### src/hdl/frame_min_max_mean_assert.svh
// assertion macros shared by the frame statistics modules
// depends on nothing; included by fmm_queue and fmm_back
`ifndef FRAME_MIN_MAX_MEAN_ASSERT_SVH
`define FRAME_MIN_MAX_MEAN_ASSERT_SVH
`ifndef SYNTH
// property must hold at every rising clock edge outside reset
`define FMM_ASSERT(lbl, clk, rst, prop, msg) \
  lbl: assert property (@(posedge clk) disable iff (rst) (prop)) else $error(msg);
// condition must never be seen outside reset
`define FMM_NEVER(lbl, clk, rst, cond, msg) \
  lbl: assert property (@(posedge clk) disable iff (rst) !(cond)) else $error(msg);
`else
`define FMM_ASSERT(lbl, clk, rst, prop, msg)
`define FMM_NEVER(lbl, clk, rst, cond, msg)
`endif
`endif

### src/hdl/fmm_pkg.sv
// constants and types for the frame min/max/mean statistics block
// depends on nothing; used by every module of the block
package fmm_pkg;

  localparam int PIXEL_BITS    = 16;
  localparam int COUNT_BITS    = 24;
  localparam int SUM_BITS      = COUNT_BITS + PIXEL_BITS;
  localparam int IN_DATA_BITS  = 16;
  localparam int PIX_FIELD     = 16;
  localparam int TOTAL_FIELD   = 24;
  localparam int OUT_DATA_BITS = 80;
  localparam int STEP_BITS     = $clog2(PIXEL_BITS);

  // closed-frame accumulators handed from front to back
  typedef struct packed {
    logic [PIXEL_BITS-1:0] min_v;
    logic [PIXEL_BITS-1:0] max_v;
    logic [SUM_BITS-1:0]   sum;
    logic [COUNT_BITS-1:0] count;
    logic                  ovf;
  } frame_stats_t;

  // queue status seen by both sides
  typedef struct packed {
    logic full;
    logic not_empty;
  } queue_status_t;

endpackage

### src/hdl/fmm_front.sv
// front part: accepts pixel items and keeps the running accumulators
// depends on fmm_pkg; pushes one frame_stats_t per frame end
module fmm_front (
  input  logic                              clk,
  input  logic                              rst,
  input  logic                              s_axis_tvalid,
  output logic                              s_axis_tready,
  input  logic [fmm_pkg::IN_DATA_BITS-1:0]  s_axis_tdata,
  input  logic                              s_axis_tuser,
  input  logic                              s_axis_tlast,
  input  fmm_pkg::queue_status_t            q_status,
  output logic                              push,
  output fmm_pkg::frame_stats_t             push_data
);
  import fmm_pkg::*;

  localparam logic [COUNT_BITS-1:0] CNT_MAX = {COUNT_BITS{1'b1}};

  logic [PIXEL_BITS-1:0] run_min, run_min_next;
  logic [PIXEL_BITS-1:0] run_max, run_max_next;
  logic [SUM_BITS-1:0]   sum, sum_next;
  logic [COUNT_BITS-1:0] count, count_next;
  logic                  ovf, ovf_next;
  logic [PIXEL_BITS-1:0] pix;
  logic                  take;

  assign pix           = s_axis_tdata[PIXEL_BITS-1:0];
  assign s_axis_tready = !q_status.full;
  assign take          = s_axis_tvalid && s_axis_tready;

  // accumulator update for one item
  always_comb begin
    run_min_next = run_min;
    run_max_next = run_max;
    sum_next     = sum;
    count_next   = count;
    ovf_next     = ovf;
    if (s_axis_tuser) begin
      if (pix < run_min) run_min_next = pix;
      if (pix > run_max) run_max_next = pix;
      if (count == CNT_MAX) begin
        ovf_next = 1'b1;
      end else begin
        sum_next   = sum + SUM_BITS'(pix);
        count_next = count + 1'b1;
      end
    end
  end

  // snapshot of the frame including the closing pixel
  assign push = take && s_axis_tlast;
  assign push_data = '{min_v: run_min_next, max_v: run_max_next, sum: sum_next,
                       count: count_next, ovf: ovf_next};

  // accumulators, cleared at reset and at every frame end
  always_ff @(posedge clk) begin
    if (rst || push) begin
      run_min <= {PIXEL_BITS{1'b1}};
      run_max <= '0;
      sum     <= '0;
      count   <= '0;
      ovf     <= 1'b0;
    end else if (take) begin
      run_min <= run_min_next;
      run_max <= run_max_next;
      sum     <= sum_next;
      count   <= count_next;
      ovf     <= ovf_next;
    end
  end

endmodule

### src/hdl/fmm_queue.sv
// two-entry queue of closed-frame accumulators between front and back
// depends on fmm_pkg and frame_min_max_mean_assert.svh
`include "frame_min_max_mean_assert.svh"
module fmm_queue (
  input  logic                   clk,
  input  logic                   rst,
  input  logic                   push,
  input  fmm_pkg::frame_stats_t  push_data,
  input  logic                   pop,
  output fmm_pkg::frame_stats_t  pop_data,
  output fmm_pkg::queue_status_t status
);
  import fmm_pkg::*;

  frame_stats_t entry [2];
  logic         wr_ptr;
  logic         rd_ptr;
  logic [1:0]   level;

  assign status.full      = (level == 2'd2);
  assign status.not_empty = (level != 2'd0);
  assign pop_data         = entry[rd_ptr];

  // entry storage
  always_ff @(posedge clk) begin
    if (push) entry[wr_ptr] <= push_data;
  end

  // pointers and fill level
  always_ff @(posedge clk) begin
    if (rst) begin
      wr_ptr <= 1'b0;
      rd_ptr <= 1'b0;
      level  <= 2'd0;
    end else begin
      if (push) wr_ptr <= !wr_ptr;
      if (pop)  rd_ptr <= !rd_ptr;
      if (push && !pop)      level <= level + 2'd1;
      else if (pop && !push) level <= level - 2'd1;
    end
  end

  `FMM_NEVER(a_push_full, clk, rst, push && status.full, "push into full queue")
  `FMM_NEVER(a_pop_empty, clk, rst, pop && !status.not_empty, "pop from empty queue")
  `FMM_NEVER(a_level_range, clk, rst, level == 2'd3, "queue level out of range")

endmodule

### src/hdl/fmm_back.sv
// back part: divides sum by count one quotient bit per cycle and holds the result
// depends on fmm_pkg and frame_min_max_mean_assert.svh
`include "frame_min_max_mean_assert.svh"
module fmm_back (
  input  logic                               clk,
  input  logic                               rst,
  input  fmm_pkg::queue_status_t             q_status,
  input  fmm_pkg::frame_stats_t              pop_data,
  output logic                               pop,
  output logic                               m_axis_tvalid,
  input  logic                               m_axis_tready,
  output logic [fmm_pkg::OUT_DATA_BITS-1:0]  m_axis_tdata
);
  import fmm_pkg::*;

  typedef enum logic [1:0] {
    IDLE,
    DIV,
    OUT
  } state_t;

  state_t                state;
  logic [PIXEL_BITS-1:0] res_min;
  logic [PIXEL_BITS-1:0] res_max;
  logic [COUNT_BITS-1:0] divisor;
  logic                  res_ovf;
  logic [COUNT_BITS-1:0] rem;
  logic [PIXEL_BITS-1:0] quo;
  logic [STEP_BITS-1:0]  step;
  logic [COUNT_BITS:0]   trial;
  logic                  fits;
  logic [COUNT_BITS:0]   diff;

  assign pop = (state == IDLE) && q_status.not_empty;

  // one restoring division step
  always_comb begin
    trial = {rem, quo[PIXEL_BITS-1]};
    fits  = (trial >= {1'b0, divisor});
    diff  = trial - {1'b0, divisor};
  end

  // sequencer, divider registers and result register
  always_ff @(posedge clk) begin
    if (rst) begin
      state <= IDLE;
    end else begin
      case (state)
        IDLE: begin
          if (pop) begin
            divisor <= pop_data.count;
            step    <= STEP_BITS'(PIXEL_BITS - 1);
            if (pop_data.count == '0) begin
              res_min <= '0;
              res_max <= '0;
              res_ovf <= 1'b0;
              quo     <= '0;
              state   <= OUT;
            end else begin
              res_min <= pop_data.min_v;
              res_max <= pop_data.max_v;
              res_ovf <= pop_data.ovf;
              rem     <= pop_data.sum[SUM_BITS-1:PIXEL_BITS];
              quo     <= pop_data.sum[PIXEL_BITS-1:0];
              state   <= DIV;
            end
          end
        end
        DIV: begin
          rem  <= fits ? diff[COUNT_BITS-1:0] : trial[COUNT_BITS-1:0];
          quo  <= {quo[PIXEL_BITS-2:0], fits};
          step <= step - 1'b1;
          if (step == '0) state <= OUT;
        end
        OUT: begin
          if (m_axis_tready) state <= IDLE;
        end
        default: state <= IDLE;
      endcase
    end
  end

  assign m_axis_tvalid = (state == OUT);
  assign m_axis_tdata  = {{(OUT_DATA_BITS - 3*PIX_FIELD - TOTAL_FIELD - 1){1'b0}},
                          res_ovf, TOTAL_FIELD'(divisor), PIX_FIELD'(quo),
                          PIX_FIELD'(res_max), PIX_FIELD'(res_min)};

  `FMM_ASSERT(a_rem_below, clk, rst, (state == DIV) |-> (rem < divisor),
              "partial remainder not below divisor")
  `FMM_ASSERT(a_empty_zero, clk, rst,
              (m_axis_tvalid && divisor == '0) |->
              (res_min == '0 && res_max == '0 && quo == '0 && !res_ovf),
              "empty frame result not all zero")
  `FMM_ASSERT(a_min_le_max, clk, rst,
              (m_axis_tvalid && divisor != '0) |-> (res_min <= res_max),
              "frame minimum above maximum")

endmodule

### src/hdl/frame_min_max_mean.sv
// top level of the per-frame pixel min/max/mean statistics block
// depends on fmm_pkg, fmm_front, fmm_queue and fmm_back
//
//  channel  | dir | tdata                               | tuser     | tlast
//  s_axis   | in  | pixel[15:0]                         | has_pixel | frame_end
//  m_axis   | out | min, max, mean, total[23:0], ovf    | -         | -
//
// pixels are taken one per cycle unless the queue is full; a frame end may ride on the last pixel
// each frame result is loaded from the queue, run through the shift-subtract divider
// and then presented until taken; empty frames skip the divider
// a two-entry queue holds closed frames, so input stalls only with two pending
// rst is synchronous, active high, and clears accumulators, queue and sequencer
module frame_min_max_mean (
  input  logic                               clk,
  input  logic                               rst,
  input  logic                               s_axis_tvalid,
  output logic                               s_axis_tready,
  // [15:0] pixel
  input  logic [fmm_pkg::IN_DATA_BITS-1:0]   s_axis_tdata,
  // [0] has_pixel
  input  logic                               s_axis_tuser,
  input  logic                               s_axis_tlast,
  output logic                               m_axis_tvalid,
  input  logic                               m_axis_tready,
  // [15:0] min_value, [31:16] max_value, [47:32] mean_value,
  // [71:48] pixel_total, [72] count_overflow, [79:73] zero
  output logic [fmm_pkg::OUT_DATA_BITS-1:0]  m_axis_tdata
);
  import fmm_pkg::*;

  queue_status_t q_status;
  logic          push;
  logic          pop;
  frame_stats_t  push_data;
  frame_stats_t  pop_data;

  // accumulate pixels and close frames
  fmm_front u_front (
    .clk           (clk),
    .rst           (rst),
    .s_axis_tvalid (s_axis_tvalid),
    .s_axis_tready (s_axis_tready),
    .s_axis_tdata  (s_axis_tdata),
    .s_axis_tuser  (s_axis_tuser),
    .s_axis_tlast  (s_axis_tlast),
    .q_status      (q_status),
    .push          (push),
    .push_data     (push_data)
  );

  // closed frames waiting for the divider
  fmm_queue u_queue (
    .clk       (clk),
    .rst       (rst),
    .push      (push),
    .push_data (push_data),
    .pop       (pop),
    .pop_data  (pop_data),
    .status    (q_status)
  );

  // mean division and result output
  fmm_back u_back (
    .clk           (clk),
    .rst           (rst),
    .q_status      (q_status),
    .pop_data      (pop_data),
    .pop           (pop),
    .m_axis_tvalid (m_axis_tvalid),
    .m_axis_tready (m_axis_tready),
    .m_axis_tdata  (m_axis_tdata)
  );

endmodule

### config.mk
export PLATFORM = sky130hd
export DESIGN_NAME = frame_min_max_mean
export DESIGN_NICKNAME = d
export VERILOG_FILES = /design/src/hdl/fmm_pkg.sv /design/src/hdl/fmm_front.sv /design/src/hdl/fmm_queue.sv /design/src/hdl/fmm_back.sv /design/src/hdl/frame_min_max_mean.sv
export VERILOG_INCLUDE_DIRS = /design/src /design/src/hdl
export SDC_FILE = /design/constraint.sdc
export NUM_CORES = 1
export LEC_CHECK = 0
export BUFFER_PORTS_ARGS = -buffer_cell sky130_fd_sc_hd__buf_2
export CAP_MARGIN = 5
export CORE_UTILIZATION = 30
export DETAILED_ROUTE_END_ITERATION = 10
export GPL_ROUTABILITY_DRIVEN = 0
export MAX_ROUTING_LAYER = met4
export PLACE_DENSITY = 0.53
export SETUP_SLACK_MARGIN = 0.02
export SKIP_LAST_GASP = 1
export SYNTH_ARGS = -nofsm -noshare
export SYNTH_HDL_FRONTEND = slang
export SYNTH_SLANG_ARGS = --single-unit
### constraint.sdc
create_clock -name clk -period 6.4 [get_ports clk]
set_clock_uncertainty 0.1 [all_clocks]
set_input_delay 0.64 -clock clk [delete_from_list [all_inputs] [get_ports clk]]
set_output_delay 0.64 -clock clk [all_outputs]
set_load 0.005 [all_outputs]
==> out/qor.txt <==
DIE AREA - 65800 um2
Worst-Skew Late Latency - 580 ps
Nets@finish - 1899
Hold EP - u_front.run_max[0]
Critical Path AT - 4030 ps
Hold depth - 3
Initial antenna violation count - 3
Crit path launch type - flip-flop
Share of layout cells above drive strength 1 - 13.9%
Slew Limit Fails - 0
First-pass GRT wire length - 74800 um
Die W - 257 um
Crit Path Category - reg -> reg
Area Overhead vs Synth - 14.6%
TNS Setup - 0 ps
End of the worst register-to-register path - u_back.quo[11]
DR iter-0 viols - 764
Clk root buf - clkbuf_16
Crit path capture type - flip-flop
Most frequent cell after synthesis - edfxtp_1
H-tree Lvls - 2
Post-CTS setup buffers - 0
GRT overflow - 0
Hold Path Class - in -> reg
Slew headroom - 17.0%
Number of max-cap violations - 0
Fin. Hold Viols - 0
Synth warn - 0
Worst Tran Pin Value - 1250 ps
Gr usage total - 14.9%
Worst hold margin - 251 ps
Period Utilization, post-route - 59.8%
Final Routed Wirelength - 47900 um
Pre-CTS setup slack - 2460 ps
Post-synth EDFFs - 295
Final setup fails - 0
RSZ-0062 raised after global routing - false
Number of detailed-route iterations in the first pass - 5
Worst-path clk slew - 60 ps
Vias/cell - 4.83
Synth cell count leaders - edfxtp_1, nand2_1, nor2_1, dfxtp_1, mux2i_1
CTS Buf Count - 47
Synthesized instance count - 1729
Post-CTS Hold Fix Bufs - 0
Ys async rst share - 0%
Sequential share of the synthesized area - 56.3%
Dpl hpwl - 32900 um
Min cycle time layout - 3830 ps
Yosys top cell by area - edfxtp_1
I/O pin total - 104
Vert. Die Dim - 257 um
DR WL/cell - 17.8 um
Clock Path Buffers - 3
Clock sink total - 399
Fmax - 0.261 GHz
Reg2Reg Setup Slack - 2570 ps
Row count - 92
Post-Syn Area per Cell - 11.2 um2
VDD IR max - 182 uV
Starting density of the core - 30.6%
Outcome - complete, no violations
Post-synthesis cell type count - 79
Power Dens Cells - 379 nW/um2
Yosys top cell area share - 45.6%
Vias in the first global route - 13100
Vias post-DR - 13000
Worst EP required - 6600 ps
Leading register cell type out of synthesis - edfxtp_1
Worst r2r path cells - 6
Core box area - 63500 um2
CTS tree - yes
Hold Crit Start - s_axis_tdata[0]
PnR worst setup slack - 2570 ps
Dominant cells by area after synthesis - edfxtp_1, dfxtp_1, ha_1
Port Buffers - 96
DRC errors left - 0
Antenna-violating nets left - 0
Max FO, Critical Path - 39
Gates resized, CTS repair - 0
Largest net degree at the start of global routing - 66
Leak - 0.00828 uW
Post-Syn Area - 19400 um2
#FFs+latches synth - 399
[cell usage in the layout (no fill, tap or decap), types with 5 or more instances in the layout]
master	n
nor2b_1	13
or3_1	11
a31oi_1	9
a21oi_2	10
nand4_1	41
a21oi_1	62
nand2b_1	6
clkbuf_16	49
mux2i_1	88
nand2_1	234
o21a_1	12
xor2_1	60
nor4_1	8
conb_1	7
nor2_1	138
and3_1	8
dfxtp_1	103
nand3_1	34
nor3_1	29
inv_1	69
clkinv_1	6
buf_2	96
o31ai_1	30
edfxtp_1	295
ha_1	74
a211oi_1	14
mux2_2	26
o21ai_0	69
o211ai_1	21
clkbuf_1	14
bufinv_16	5
buf_4	16
and2_1	5
xnor2_1	66
clkinv_2	7
a21o_1	19
[sequential cells by signal, summed over array words and instances (netlist names), 2 cells and up, named ones only]
register	flops
u_queue.entry	194
u_back.res_max	16
u_back.state	2
u_front.sum	40
u_front.count	24
u_back.res_min	16
u_back.step	4
u_back.rem	24
u_front.run_max	16
u_front.run_min	16
u_back.divisor	24
u_back.quo	16
u_queue.level	2
[metal layers]
metal  global-route usage [%]  vias up  routed length (um)
met4                     4.12        0                1030
met2                     25.3      227               23700
met1                     18.2     6307               21300
met5                        -        -                   0
li1                         -     6380                   -
met3                     2.50       62                1900
[kinds of logic after synthesis]
kind of cell	count (synthesis)	synth area share (%)
flip-flops	399	56.3
multiplexers	114	6.04
AO/OA/AOI/OAI	286	9.88
buffers and inverters	164	3.79
XOR/XNOR	126	5.67
adder cells (fa/ha/maj)	76	4.97
AND/OR/NAND/NOR	563	13.4
other	1	0.0193
[metrics by stage]
step	std cells	util (%)	total power, uW	cell area [um2]
final	2687	35.1	8450	22300
after detailed placement	2598	32.6	5810	20700
after floorplan	1735	-	5150	19500
after global routing	2687	35.1	8900	22300
after global placement	2598	32.6	5770	20700
after CTS	2684	35.1	8560	22300
[power breakdown]
part / internal [uW] / switching [uW]
Sequential: 3240 / 210
Clock: 1630 / 1080
Combinational: 861 / 1420
Total: 5730 / 2720
[worst max-delay path, cell delays in order (launching register included)]
cell	delay, ps
dfxtp_4	700
mux2_2	410
nor4_1	660
nand4_1	360
nor2_4	780
buf_4	400
o31ai_1	110
[how the worst max path moves through the flow]
stage / to / slack (ps) / cells past startpoint
after floorplan: u_queue.entry[0][0] / 630 / 4
after global placement: u_back.quo[11] / 2460 / 6
after detailed placement: u_back.quo[11] / 2460 / 6
after CTS: u_back.quo[11] / 2470 / 6
after global routing: u_back.quo[11] / 2310 / 6
final: u_back.quo[11] / 2570 / 6
[area by class of cell]
cell class	count	area [um2]
antenna	3	7.51
clock buffer	65	1310
clock inverter	21	248
fill	6357	41300
inverter	69	259
multi-input combinational	1172	7870
sequential	399	10900
tap	846	1060
timing repair buffer	112	601
(Power assumes the default switching activity.)
